**src/hdl/cvmb_pkg.sv**
```systemverilog
// ----------------------------------------------------------------------------
// cvmb_pkg
// Shared types and constants of the cell voltage monitor and balancer.
// ----------------------------------------------------------------------------
package cvmb_pkg;

    localparam int CELL_W    = 16;
    localparam int SUM_W     = 22;
    localparam int IDX_W     = 7;
    localparam int STREAK_W  = 8;
    localparam int THR_W     = 17;
    localparam int NUM_W     = 6;
    localparam int CUR_W     = 19;

    localparam logic [THR_W-1:0]    DC_OFFSET   = 17'd500;
    localparam logic [THR_W-1:0]    MARGIN_HIGH = 17'd20;
    localparam logic [THR_W-1:0]    MARGIN_MID  = 17'd50;
    localparam logic [THR_W-1:0]    MARGIN_LOW  = 17'd100;
    localparam logic [STREAK_W-1:0] STREAK_MAX  = 8'd255;
    localparam logic signed [CUR_W-1:0] CURRENT_LIMIT_MA = 19'sd7000;

    // register map, word index
    typedef enum logic [2:0] {
        REG_OV_LIMIT  = 3'd0,
        REG_UV_LIMIT  = 3'd1,
        REG_IMB_LIMIT = 3'd2,
        REG_BAL_UPPER = 3'd3,
        REG_BAL_LOWER = 3'd4,
        REG_SOLAR     = 3'd5,
        REG_DEBOUNCE  = 3'd6
    } reg_idx_t;

    typedef struct packed {
        logic [CELL_W-1:0]   ov_limit;
        logic [CELL_W-1:0]   uv_limit;
        logic [CELL_W-1:0]   imb_limit;
        logic [CELL_W-1:0]   bal_upper;
        logic [CELL_W-1:0]   bal_lower;
        logic [CELL_W-1:0]   solar_limit;
        logic [STREAK_W-1:0] debounce;
    } cfg_t;

    // everything the back end needs to emit one closed scan
    typedef struct packed {
        logic [SUM_W-1:0]  sum;
        logic [CELL_W-1:0] max_v;
        logic [CELL_W-1:0] min_v;
        logic [IDX_W-1:0]  max_idx;
        logic [IDX_W-1:0]  min_idx;
        logic [IDX_W-1:0]  count;
        logic [THR_W-1:0]  thr;
        logic              ov;
        logic              uv;
        logic              imb;
        logic              solar;
        logic              allow;
    } scan_desc_t;

endpackage

```
**src/hdl/cvmb_ram.sv**
```systemverilog
// ----------------------------------------------------------------------------
// cvmb_ram
// Simple dual-port RAM, one write port, one read port with registered data.
// ----------------------------------------------------------------------------
module cvmb_ram #(
    parameter int WIDTH = 16,
    parameter int DEPTH = 72
) (
    input  logic                     clk,
    input  logic                     we,
    input  logic [$clog2(DEPTH)-1:0] waddr,
    input  logic [WIDTH-1:0]         wdata,
    input  logic                     re,
    input  logic [$clog2(DEPTH)-1:0] raddr,
    output logic [WIDTH-1:0]         rdata
);

    logic [WIDTH-1:0] mem_reg [DEPTH];
    logic [WIDTH-1:0] rdata_reg;

    always_ff @(posedge clk)
    begin
        if (we)
        begin
            mem_reg[waddr] <= wdata;
        end
        if (re)
        begin
            rdata_reg <= mem_reg[raddr];
        end
    end

    assign rdata = rdata_reg;

endmodule

```
**src/hdl/cvmb_front.sv**
```systemverilog
// ----------------------------------------------------------------------------
// cvmb_front
// Accepts cell items, offsets and stores them, tracks scan statistics and
// closes each scan into a descriptor for the back end.
// ----------------------------------------------------------------------------
module cvmb_front #(
    parameter int CELL_SLOTS = 36
) (
    input  logic                                 clk,
    input  logic                                 rst_n,
    input  cvmb_pkg::cfg_t                       cfg,
    input  logic                                 cell_valid,
    output logic                                 cell_ready,
    input  logic [cvmb_pkg::CELL_W-1:0]          cell_reading,
    input  logic                                 last_cell,
    input  logic                                 balance_request,
    input  logic signed [cvmb_pkg::CUR_W-1:0]    pack_current_ma,
    input  logic                                 protection_bypassed,
    input  logic                                 q_full,
    input  logic                                 wr_bank,
    output logic                                 push,
    output cvmb_pkg::scan_desc_t                 push_desc,
    output logic                                 ram_we,
    output logic [$clog2(2*CELL_SLOTS)-1:0]      ram_waddr,
    output logic [cvmb_pkg::CELL_W-1:0]          ram_wdata
);

    localparam int CNT_W = $clog2(CELL_SLOTS + 1);
    localparam int AW    = $clog2(2 * CELL_SLOTS);

    logic [cvmb_pkg::SUM_W-1:0]    sum_reg;
    logic [cvmb_pkg::CELL_W-1:0]   max_reg;
    logic [cvmb_pkg::CELL_W-1:0]   min_reg;
    logic [cvmb_pkg::IDX_W-1:0]    max_idx_reg;
    logic [cvmb_pkg::IDX_W-1:0]    min_idx_reg;
    logic [CNT_W-1:0]              cnt_reg;
    logic                          close_reg;
    logic                          allow_reg;
    logic                          bypass_reg;
    logic [cvmb_pkg::STREAK_W-1:0] ov_streak_reg;
    logic [cvmb_pkg::STREAK_W-1:0] uv_streak_reg;

    logic                          accept;
    logic                          take;
    logic [cvmb_pkg::THR_W-1:0]    raw_sum;
    logic [cvmb_pkg::CELL_W-1:0]   v;
    logic [cvmb_pkg::IDX_W-1:0]    idx_one;
    logic                          ov_cond;
    logic                          uv_cond;
    logic [cvmb_pkg::STREAK_W-1:0] ov_streak_next;
    logic [cvmb_pkg::STREAK_W-1:0] uv_streak_next;
    logic [cvmb_pkg::THR_W-1:0]    margin;

    assign cell_ready = !close_reg && !q_full;
    assign accept     = cell_valid && cell_ready;
    // cells past the store depth are dropped, their last bit still counts
    assign take       = accept && (cnt_reg < CNT_W'(CELL_SLOTS));

    assign raw_sum = {1'b0, cell_reading} + cvmb_pkg::DC_OFFSET;
    assign v       = raw_sum[cvmb_pkg::CELL_W] ? '1 : raw_sum[cvmb_pkg::CELL_W-1:0];
    assign idx_one = cvmb_pkg::IDX_W'(cnt_reg) + 7'd1;

    assign ram_we    = take;
    assign ram_waddr = (wr_bank ? AW'(CELL_SLOTS) : AW'(0)) + AW'(cnt_reg);
    assign ram_wdata = v;

    // scan close checks, evaluated on the settled accumulators
    always_comb
    begin
        ov_cond = max_reg >= cfg.ov_limit;
        uv_cond = min_reg <= cfg.uv_limit;
        ov_streak_next = '0;
        uv_streak_next = '0;
        if (ov_cond)
        begin
            ov_streak_next = (ov_streak_reg == cvmb_pkg::STREAK_MAX) ?
                             cvmb_pkg::STREAK_MAX : ov_streak_reg + 8'd1;
        end
        if (uv_cond)
        begin
            uv_streak_next = (uv_streak_reg == cvmb_pkg::STREAK_MAX) ?
                             cvmb_pkg::STREAK_MAX : uv_streak_reg + 8'd1;
        end
        if (min_reg >= cfg.bal_upper)
        begin
            margin = cvmb_pkg::MARGIN_HIGH;
        end
        else if (min_reg >= cfg.bal_lower)
        begin
            margin = cvmb_pkg::MARGIN_MID;
        end
        else
        begin
            margin = cvmb_pkg::MARGIN_LOW;
        end

        push_desc.sum     = sum_reg;
        push_desc.max_v   = max_reg;
        push_desc.min_v   = min_reg;
        push_desc.max_idx = max_idx_reg;
        push_desc.min_idx = min_idx_reg;
        push_desc.count   = cvmb_pkg::IDX_W'(cnt_reg);
        push_desc.thr     = {1'b0, min_reg} + margin;
        push_desc.ov      = ov_cond && (ov_streak_next >= cfg.debounce);
        push_desc.uv      = uv_cond && (uv_streak_next >= cfg.debounce);
        push_desc.imb     = (max_reg >= min_reg) && ((max_reg - min_reg) >= cfg.imb_limit);
        push_desc.solar   = (max_reg >= cfg.solar_limit) && !bypass_reg;
        push_desc.allow   = allow_reg;
    end

    assign push = close_reg;

    always_ff @(posedge clk or negedge rst_n)
    begin
        if (!rst_n)
        begin
            sum_reg       <= '0;
            max_reg       <= '0;
            min_reg       <= '1;
            max_idx_reg   <= '0;
            min_idx_reg   <= '0;
            cnt_reg       <= '0;
            close_reg     <= 1'b0;
            allow_reg     <= 1'b0;
            bypass_reg    <= 1'b0;
            ov_streak_reg <= '0;
            uv_streak_reg <= '0;
        end
        else if (close_reg)
        begin
            sum_reg       <= '0;
            max_reg       <= '0;
            min_reg       <= '1;
            max_idx_reg   <= '0;
            min_idx_reg   <= '0;
            cnt_reg       <= '0;
            close_reg     <= 1'b0;
            ov_streak_reg <= ov_streak_next;
            uv_streak_reg <= uv_streak_next;
        end
        else
        begin
            if (take)
            begin
                sum_reg <= sum_reg + cvmb_pkg::SUM_W'(v);
                cnt_reg <= cnt_reg + CNT_W'(1);
                if (v > max_reg)
                begin
                    max_reg     <= v;
                    max_idx_reg <= idx_one;
                end
                if (v < min_reg)
                begin
                    min_reg     <= v;
                    min_idx_reg <= idx_one;
                end
            end
            if (accept && last_cell)
            begin
                close_reg  <= 1'b1;
                allow_reg  <= balance_request && (pack_current_ma <= cvmb_pkg::CURRENT_LIMIT_MA);
                bypass_reg <= protection_bypassed;
            end
        end
    end

endmodule

```
**src/hdl/cvmb_scan_queue.sv**
```systemverilog
// ----------------------------------------------------------------------------
// cvmb_scan_queue
// Two-entry queue of closed scan descriptors; entry i owns store bank i.
// ----------------------------------------------------------------------------
module cvmb_scan_queue (
    input  logic                 clk,
    input  logic                 rst_n,
    input  logic                 push,
    input  cvmb_pkg::scan_desc_t push_desc,
    input  logic                 pop,
    output cvmb_pkg::scan_desc_t head,
    output logic                 full,
    output logic                 empty,
    output logic                 wr_ptr,
    output logic                 rd_ptr
);

    cvmb_pkg::scan_desc_t desc_reg [2];
    logic                 wr_ptr_reg;
    logic                 rd_ptr_reg;
    logic [1:0]           cnt_reg;

    assign full   = cnt_reg == 2'd2;
    assign empty  = cnt_reg == 2'd0;
    assign wr_ptr = wr_ptr_reg;
    assign rd_ptr = rd_ptr_reg;
    assign head   = desc_reg[rd_ptr_reg];

    always_ff @(posedge clk)
    begin
        if (push)
        begin
            desc_reg[wr_ptr_reg] <= push_desc;
        end
    end

    always_ff @(posedge clk or negedge rst_n)
    begin
        if (!rst_n)
        begin
            wr_ptr_reg <= 1'b0;
            rd_ptr_reg <= 1'b0;
            cnt_reg    <= '0;
        end
        else
        begin
            if (push)
            begin
                wr_ptr_reg <= !wr_ptr_reg;
            end
            if (pop)
            begin
                rd_ptr_reg <= !rd_ptr_reg;
            end
            if (push && !pop)
            begin
                cnt_reg <= cnt_reg + 2'd1;
            end
            else if (pop && !push)
            begin
                cnt_reg <= cnt_reg - 2'd1;
            end
        end
    end

endmodule

```
**src/hdl/cvmb_back.sv**
```systemverilog
// ----------------------------------------------------------------------------
// cvmb_back
// Walks the stored cells of the head scan and emits one result item per cell.
// ----------------------------------------------------------------------------
module cvmb_back #(
    parameter int CELL_SLOTS = 36
) (
    input  logic                             clk,
    input  logic                             rst_n,
    input  logic                             q_empty,
    input  cvmb_pkg::scan_desc_t             head,
    input  logic                             rd_bank,
    output logic                             pop,
    output logic                             ram_re,
    output logic [$clog2(2*CELL_SLOTS)-1:0]  ram_raddr,
    input  logic [cvmb_pkg::CELL_W-1:0]      ram_rdata,
    output logic                             result_valid,
    input  logic                             result_ready,
    output logic [cvmb_pkg::NUM_W-1:0]       cell_number,
    output logic                             discharge_on,
    output logic                             last_result
);

    localparam int CNT_W = $clog2(CELL_SLOTS + 1);
    localparam int AW    = $clog2(2 * CELL_SLOTS);

    logic [CNT_W-1:0]           k_reg;
    logic                       s1_vld_reg;
    logic [CNT_W-1:0]           s1_idx_reg;
    logic                       s1_last_reg;
    logic                       out_vld_reg;
    logic [cvmb_pkg::NUM_W-1:0] out_num_reg;
    logic                       out_dis_reg;
    logic                       out_last_reg;

    logic                       more;
    logic                       s1_move;
    logic                       issue;
    logic                       bleed;

    assign more    = !q_empty && (k_reg < CNT_W'(head.count));
    assign s1_move = s1_vld_reg && (!out_vld_reg || result_ready);
    assign issue   = more && (!s1_vld_reg || s1_move);
    assign bleed   = head.allow && ({1'b0, ram_rdata} > head.thr);

    assign ram_re    = issue;
    assign ram_raddr = (rd_bank ? AW'(CELL_SLOTS) : AW'(0)) + AW'(k_reg);

    // the head entry retires once its final item is taken
    assign pop = out_vld_reg && result_ready && out_last_reg;

    assign result_valid = out_vld_reg;
    assign cell_number  = out_num_reg;
    assign discharge_on = out_dis_reg;
    assign last_result  = out_last_reg;

    always_ff @(posedge clk or negedge rst_n)
    begin
        if (!rst_n)
        begin
            k_reg       <= '0;
            s1_vld_reg  <= 1'b0;
            out_vld_reg <= 1'b0;
        end
        else
        begin
            if (pop)
            begin
                k_reg <= '0;
            end
            else if (issue)
            begin
                k_reg <= k_reg + CNT_W'(1);
            end
            if (issue)
            begin
                s1_vld_reg <= 1'b1;
            end
            else if (s1_move)
            begin
                s1_vld_reg <= 1'b0;
            end
            if (s1_move)
            begin
                out_vld_reg <= 1'b1;
            end
            else if (result_ready)
            begin
                out_vld_reg <= 1'b0;
            end
        end
    end

    always_ff @(posedge clk)
    begin
        if (issue)
        begin
            s1_idx_reg  <= k_reg;
            s1_last_reg <= (k_reg + CNT_W'(1)) == CNT_W'(head.count);
        end
        if (s1_move)
        begin
            out_num_reg  <= cvmb_pkg::NUM_W'(s1_idx_reg);
            out_dis_reg  <= bleed;
            out_last_reg <= s1_last_reg;
        end
    end

endmodule

```
**src/hdl/cell_voltage_monitor_balancer.sv**
```systemverilog
// ----------------------------------------------------------------------------
// cell_voltage_monitor_balancer
// Cell voltage scan monitor with debounced voltage faults and balancing.
// ----------------------------------------------------------------------------
// One cell reading per item; each gets +500 (saturating) and goes into a
// two-bank cell store while the front end keeps the scan sum, max and min.
// An item with last_cell closes the scan: a closing state then evaluates the
// fault, imbalance, solar and balance checks and queues a scan descriptor.
// The back end then emits one result item per stored cell, one per cycle
// while result_ready is high, from the store read port through a read stage
// and an output register. Input items are taken one per cycle except in the
// closing cycle and while both store banks hold scans still waiting to be
// emitted, so a scan can be filled while the previous one drains.
// ----------------------------------------------------------------------------
module cell_voltage_monitor_balancer #(
    parameter int CELL_SLOTS = 36
) (
    input  logic                 clk,
    input  logic                 rst_n,
    // config port
    input  logic                 psel,
    input  logic                 penable,
    input  logic                 pwrite,
    input  logic [4:0]           paddr,
    input  logic [31:0]          pwdata,
    output logic [31:0]          prdata,
    output logic                 pready,
    // cell items
    input  logic                 cell_valid,
    output logic                 cell_ready,
    input  logic [15:0]          cell_reading,
    input  logic                 last_cell,
    input  logic                 balance_request,
    input  logic signed [18:0]   pack_current_ma,
    input  logic                 protection_bypassed,
    // result items
    output logic                 result_valid,
    input  logic                 result_ready,
    output logic [5:0]           cell_number,
    output logic                 discharge_on,
    output logic [21:0]          pack_sum,
    output logic [15:0]          highest_voltage,
    output logic [15:0]          lowest_voltage,
    output logic [6:0]           highest_cell,
    output logic [6:0]           lowest_cell,
    output logic                 overvoltage_fault,
    output logic                 undervoltage_fault,
    output logic                 imbalance_flag,
    output logic                 open_solar,
    output logic                 last_result
);

    localparam int AW = $clog2(2 * CELL_SLOTS);

    cvmb_pkg::cfg_t       cfg_reg;
    cvmb_pkg::reg_idx_t   reg_sel;
    logic                 cfg_write;

    logic                 push;
    cvmb_pkg::scan_desc_t push_desc;
    logic                 pop;
    cvmb_pkg::scan_desc_t head;
    logic                 q_full;
    logic                 q_empty;
    logic                 wr_ptr;
    logic                 rd_ptr;

    logic                 ram_we;
    logic [AW-1:0]        ram_waddr;
    logic [15:0]          ram_wdata;
    logic                 ram_re;
    logic [AW-1:0]        ram_raddr;
    logic [15:0]          ram_rdata;

    // register file, word addressed
    assign pready    = 1'b1;
    assign reg_sel   = cvmb_pkg::reg_idx_t'(paddr[4:2]);
    assign cfg_write = psel && penable && pwrite && pready;

    always_ff @(posedge clk or negedge rst_n)
    begin
        if (!rst_n)
        begin
            cfg_reg.ov_limit    <= 16'd42500;
            cfg_reg.uv_limit    <= 16'd25000;
            cfg_reg.imb_limit   <= 16'd1000;
            cfg_reg.bal_upper   <= 16'd41500;
            cfg_reg.bal_lower   <= 16'd40000;
            cfg_reg.solar_limit <= 16'd41000;
            cfg_reg.debounce    <= 8'd1;
        end
        else if (cfg_write)
        begin
            unique case (reg_sel)
                cvmb_pkg::REG_OV_LIMIT:  cfg_reg.ov_limit    <= pwdata[15:0];
                cvmb_pkg::REG_UV_LIMIT:  cfg_reg.uv_limit    <= pwdata[15:0];
                cvmb_pkg::REG_IMB_LIMIT: cfg_reg.imb_limit   <= pwdata[15:0];
                cvmb_pkg::REG_BAL_UPPER: cfg_reg.bal_upper   <= pwdata[15:0];
                cvmb_pkg::REG_BAL_LOWER: cfg_reg.bal_lower   <= pwdata[15:0];
                cvmb_pkg::REG_SOLAR:     cfg_reg.solar_limit <= pwdata[15:0];
                cvmb_pkg::REG_DEBOUNCE:  cfg_reg.debounce    <= pwdata[7:0];
                default:
                begin
                    // unmapped word, write ignored
                end
            endcase
        end
    end

    always_comb
    begin
        unique case (reg_sel)
            cvmb_pkg::REG_OV_LIMIT:  prdata = {16'd0, cfg_reg.ov_limit};
            cvmb_pkg::REG_UV_LIMIT:  prdata = {16'd0, cfg_reg.uv_limit};
            cvmb_pkg::REG_IMB_LIMIT: prdata = {16'd0, cfg_reg.imb_limit};
            cvmb_pkg::REG_BAL_UPPER: prdata = {16'd0, cfg_reg.bal_upper};
            cvmb_pkg::REG_BAL_LOWER: prdata = {16'd0, cfg_reg.bal_lower};
            cvmb_pkg::REG_SOLAR:     prdata = {16'd0, cfg_reg.solar_limit};
            cvmb_pkg::REG_DEBOUNCE:  prdata = {24'd0, cfg_reg.debounce};
            default:                 prdata = '0;
        endcase
    end

    // front end: accept, offset, store, accumulate, close scan
    cvmb_front #(
        .CELL_SLOTS (CELL_SLOTS)
    ) u_front (
        .clk                 (clk),
        .rst_n               (rst_n),
        .cfg                 (cfg_reg),
        .cell_valid          (cell_valid),
        .cell_ready          (cell_ready),
        .cell_reading        (cell_reading),
        .last_cell           (last_cell),
        .balance_request     (balance_request),
        .pack_current_ma     (pack_current_ma),
        .protection_bypassed (protection_bypassed),
        .q_full              (q_full),
        .wr_bank             (wr_ptr),
        .push                (push),
        .push_desc           (push_desc),
        .ram_we              (ram_we),
        .ram_waddr           (ram_waddr),
        .ram_wdata           (ram_wdata)
    );

    // closed scans waiting for the back end, one store bank each
    cvmb_scan_queue u_queue (
        .clk       (clk),
        .rst_n     (rst_n),
        .push      (push),
        .push_desc (push_desc),
        .pop       (pop),
        .head      (head),
        .full      (q_full),
        .empty     (q_empty),
        .wr_ptr    (wr_ptr),
        .rd_ptr    (rd_ptr)
    );

    // cell store, two banks of CELL_SLOTS entries
    cvmb_ram #(
        .WIDTH (16),
        .DEPTH (2 * CELL_SLOTS)
    ) u_store (
        .clk   (clk),
        .we    (ram_we),
        .waddr (ram_waddr),
        .wdata (ram_wdata),
        .re    (ram_re),
        .raddr (ram_raddr),
        .rdata (ram_rdata)
    );

    // back end: per-cell result items
    cvmb_back #(
        .CELL_SLOTS (CELL_SLOTS)
    ) u_back (
        .clk          (clk),
        .rst_n        (rst_n),
        .q_empty      (q_empty),
        .head         (head),
        .rd_bank      (rd_ptr),
        .pop          (pop),
        .ram_re       (ram_re),
        .ram_raddr    (ram_raddr),
        .ram_rdata    (ram_rdata),
        .result_valid (result_valid),
        .result_ready (result_ready),
        .cell_number  (cell_number),
        .discharge_on (discharge_on),
        .last_result  (last_result)
    );

    // scan-wide fields come straight from the head descriptor
    assign pack_sum           = head.sum;
    assign highest_voltage    = head.max_v;
    assign lowest_voltage     = head.min_v;
    assign highest_cell       = head.max_idx;
    assign lowest_cell        = head.min_idx;
    assign overvoltage_fault  = head.ov;
    assign undervoltage_fault = head.uv;
    assign imbalance_flag     = head.imb;
    assign open_solar         = head.solar;

    // a scan is never queued when both banks are taken
    a_no_push_full: assert property (@(posedge clk) disable iff (!rst_n)
        push |-> !q_full)
        else $error("scan descriptor pushed into a full queue");

    // the front end never writes the bank the back end is draining
    a_bank_apart: assert property (@(posedge clk) disable iff (!rst_n)
        (ram_we && !q_empty) |-> (wr_ptr != rd_ptr))
        else $error("cell store write hits the bank being emitted");

    // a result item always has a scan descriptor behind it
    a_result_has_scan: assert property (@(posedge clk) disable iff (!rst_n)
        result_valid |-> !q_empty)
        else $error("result item without a queued scan");

endmodule

```
**config.mk**
```make
export PLATFORM = sky130hd
export DESIGN_NAME = cell_voltage_monitor_balancer
export DESIGN_NICKNAME = d
export VERILOG_FILES = /design/src/hdl/cvmb_pkg.sv /design/src/hdl/cvmb_ram.sv /design/src/hdl/cvmb_front.sv /design/src/hdl/cvmb_scan_queue.sv /design/src/hdl/cvmb_back.sv /design/src/hdl/cell_voltage_monitor_balancer.sv
export SDC_FILE = /design/constraint.sdc
export NUM_CORES = 2
export LEC_CHECK = 0
export BUFFER_PORTS_ARGS = -buffer_cell sky130_fd_sc_hd__buf_2
export CAP_MARGIN = 20
export CORE_UTILIZATION = 30
export CTS_BUF_LIST = sky130_fd_sc_hd__clkbuf_4 sky130_fd_sc_hd__clkbuf_8 sky130_fd_sc_hd__clkbuf_16
export CTS_CLUSTER_DIAMETER = 60
export CTS_CLUSTER_SIZE = 40
export DETAILED_ROUTE_END_ITERATION = 10
export HOLD_SLACK_MARGIN = 0.12
export PLACE_DENSITY_LB_ADDON = 0.05
export SETUP_SLACK_MARGIN = 0.05
export SYNTH_ARGS = -nofsm -noshare
export SYNTH_HDL_FRONTEND = slang
export SYNTH_SLANG_ARGS = --single-unit
```
**constraint.sdc**
```tcl
create_clock -name clk -period 9.1 [get_ports clk]
set_input_delay 0.91 -clock clk [delete_from_list [all_inputs] [get_ports clk]]
set_output_delay 0.91 -clock clk [all_outputs]
set_load 0.01 [all_outputs]
```
==> impl_results.md <==
- Register-to-Register Setup Slack: 4320 ps
- Placed instance count: ~7,000
- Gate count of the mapped netlist: approximately 4,000
- Register clock-pin slew on the reported worst setup and hold paths: around 60 ps
- CTS Root Cell: sky130_fd_sc_hd__clkbuf_16
- Pwr per Cell Area: 310 nW/um^2
- Clock buffers created by TritonCTS: approximately 160
- Average wire length per cell after detail routing: 27.2 um
- Wire length of the first global-routing pass: about 290 mm
- CTS Buffer Depth: 3
- Hold Slack: just under 400 ps
- Remaining global-route overflow: 0
- Crit start category: input pin
- Number of synthesized flops with an enable pin: 1,373
- Area of the core: approximately 220,000 sq um
- Kind of cell adding the most delay to the critical path: buffers and inverters
- First-pass DRT Iterations: 5
- Number of max-cap violations: 0
- Largest register FFs: 1,152
- Hold path startpoint: pwdata[10]
- Share of layout cells above drive strength 1: between 20% and 30%
- Detailed router's first-iteration violation count: ~2,500
- Critical Setup Path Class: input pin to flip-flop
- Clock latency on the worst-skew pair: around 820 ps
- Layout net count: 4,571
- Crit path buf inv count: 4
- Die area: 228,000 sq um
- Via density per instance: roughly 4.8
- GR Util met1: between 20% and 30%
- Biggest fanout along the worst timing path: 43
- Total track usage: around 18%
- Half-perimeter wire length of the detailed placement result: approximately 120 mm
- Most prevalent standard cell on the critical path: sky130_fd_sc_hd__buf_4
- Seq/Total Area, Yosys: between 60% and 70%
- Final WL: around 200 mm
- Max Clk Rate: ~210 MHz
- Layer carrying the most global-route usage: met2
- DRC violation count after routing: 0
- Total stage count of the critical path: 14
- Top FF cell, synth: sky130_fd_sc_hd__edfxtp_1
- Initial Util: a little over 30%
- Met2 Track Usage GR: 29.2%
- CTS H-Tree Depth: 4
- Worst path setup slack after routing: 4290 ps
- Path depth of the worst reg2reg path: 16
- Final slew viol count: 0
- Resized Gates After CTS: 0
- Post-synthesis instance area: 67,800 sq um
- Worst EP arrival: roughly 5500 ps
- End of the critical path: u_front.max_reg[3]
- Element type at the critical path end: flip-flop
- Area growth, synth to finish: 16.1%
- CTS tree: yes
- Post-route non-filler standard cell count: approximately 7,400
- Classification of the worst-slack hold path: input pin to flip-flop
- Least-Margin Pin Slew: around 1100 ps
- Required @ worst endpoint: roughly 9800 ps
- Num Clock Sinks: around 1,600
- Post-synth cell types: 75
- Routed vias: about 36,000
- Maximum number of pins on one net before global-route repair: about 130
- Crit path largest cell delay: slightly above 600 ps
- Post-synthesis register bit count: 1,582
- Avg Inst Size Synth: 16.9 sq um
- Number of nets with antenna violations after detailed routing: 0
- Final critical-path required period: between 4000 and 5000 ps
- Static Leak: approximately 27 nW
- Setup slack after placement: between 3000 and 4000 ps
- Largest clock skew in the final design: around 33 ps
- Final worst-path cycle share: a little over half
- Worst supply voltage drop on vdd: between 300 and 400 uV
- Ys async rst share: a little over an eighth
- Die Height: 477 um
- Launching point of the worst reg2reg path: u_front.min_reg[0]
- Met3 Usage GRT: about 2.4%
- Result of the run: complete, no violations
- RSZ-0062 raised after global routing: no
- Worst Setup SP: cell_reading[6]
- Ys Warns: 0
- Count of final hold-check violations: 0
- Total setup violations reported at the end of the flow: 0
- Relative slew margins: between 20 and 25%
- Die X-Extent: roughly 480 um
- Number of core rows: around 170
- Critical path cell sequence: buf_2 -> or4_4 -> o311ai_4 -> buf_4 -> nand2b_4 -> buf_4 -> ha_1 -> nor2b_1 -> o21a_1 -> o21ai_0 -> a21oi_1 -> o21ai_2 -> buf_4 -> mux2_2
- Number of placed I/O pins: 197
- End of the worst register-to-register path: u_queue.desc_reg[1][20]
- Slowest cell on crit path: sky130_fd_sc_hd__o21ai_2
- Buffers added on ports: around 160
- Via count of the first global-routing pass: ~37,000
- Post-CTS setup repair buffer count: 0
- Weighted congestion at the end of routability-driven global placement: between 0.7 and 0.8
- Initial antenna violation count: 7
- Setup TNS: 0 ps
area by class of cell:
| type | count | area (sq um) |
|---|---|---|
| fillers | 21400 | 146000 |
| flip-flops and latches | 1582 | 46500 |
| multi-input cells | 2088 | 20200 |
| clock buffers | 169 | 4100 |
| well taps | 2992 | 3740 |
| repair buffers | 282 | 1810 |
| clock inverters | 124 | 1590 |
| inverters | 161 | 604 |
| diodes | 10 | 25.0 |
where the power goes:
| group | total [mW] | switching [mW] | internal, mW |
|---|---|---|---|
| sequential | 9.47 | 0.696 | 8.77 |
| clock | 7.17 | 3.23 | 3.93 |
| combinational | 7.76 | 4.48 | 3.28 |
routing by layer:
metal	wire length [um]	part of all wire (%)	up-vias
li1	-	-	16300
met1	93900	47	18800
met2	97400	48	558
met3	5800	2.9	231
met4	4770	2.4	0
met5	0	0	-
stage by stage:
stage / instance area, sq um / utilization, % / total power [mW]
2_1_floorplan: 67800 / - / 14.5
3_3_place_gp: 72900 / 32.4 / 17.6
3_5_place_dp: 72900 / 32.5 / 17.6
4_1_cts: 78600 / 35.0 / 24.9
5_1_grt: 78600 / 35.0 / 25.7
6_report: 78600 / 35.0 / 24.4
worst reg2reg max path: cells and delay by family (launching register included):
family | cells | cell delay, ps
flops | 1 | 590
xor+xnor | 1 | 320
simple gates | 3 | 410
compound gates | 8 | 2170
buf+inv | 1 | 140
fa+ha+maj | 3 | 950
placed cells by master (no fill, tap or decap), drive strengths merged, types with 49 or more instances in the layout:
cell type and count:
o21ai 171, ha 214, a21o 61, nand2 221
edfxtp 1373, nor2 217, dfrtp 160, mux2i 59
inv 214, mux4 343, a21oi 151, dfstp 49
mux2 113, buf 280, clkbuf 170
how the worst min path moves through the flow:
stage / endpoint / slack, ps / cells past startpoint
4_1_cts: cfg_reg[34] / 320 / 3
2_1_floorplan: u_back.cell_number[0] / 400 / 0
3_5_place_dp: u_back.cell_number[3] / 410 / 0
6_report: cfg_reg[34] / 390 / 3
5_1_grt: cfg_reg[34] / 340 / 3
3_3_place_gp: u_back.cell_number[0] / 410 / 0
kinds of logic (layout without fill, tap and decap cells):
kind of cell,after synthesis,after routing,share of synthesized area (%)
other,2,27,0.0111
adder cells (fa/ha/maj),217,217,4.04
AO/OA/AOI/OAI,555,555,5.05
XOR/XNOR,74,74,0.957
buffers and inverters,356,736,2.20
multiplexers,515,515,14.2
flip-flops,1582,1582,68.7
AND/OR/NAND/NOR,710,710,4.93
cell usage after synthesis, types with 33 or more instances:
cell type,count,area share (%)
sky130_fd_sc_hd__dfstp_2,49,1.9
sky130_fd_sc_hd__nor3_1,33,0.24
sky130_fd_sc_hd__buf_2,40,0.30
sky130_fd_sc_hd__edfxtp_1,1373,61
sky130_fd_sc_hd__nand2_1,221,1.2
sky130_fd_sc_hd__xnor2_1,48,0.62
sky130_fd_sc_hd__dfrtp_1,160,5.9
sky130_fd_sc_hd__mux2_2,113,1.9
sky130_fd_sc_hd__clkbuf_1,113,0.63
sky130_fd_sc_hd__ha_1,214,4.0
sky130_fd_sc_hd__nor2_1,217,1.2
sky130_fd_sc_hd__nand3_1,42,0.31
sky130_fd_sc_hd__nor2b_1,43,0.40
sky130_fd_sc_hd__a21o_1,61,0.68
sky130_fd_sc_hd__o21ai_0,169,1.2
sky130_fd_sc_hd__mux2i_1,59,0.87
sky130_fd_sc_hd__a21oi_1,151,1.1
sky130_fd_sc_hd__inv_1,161,0.89
sky130_fd_sc_hd__mux4_2,343,11
repair_timing:
item | CTS | global route
endpoints found under the hold margin | 21 | 0
hold buffers | 1 | 0
endpoints found under the setup margin | 0 | 0
(Power assumes the default switching activity.)
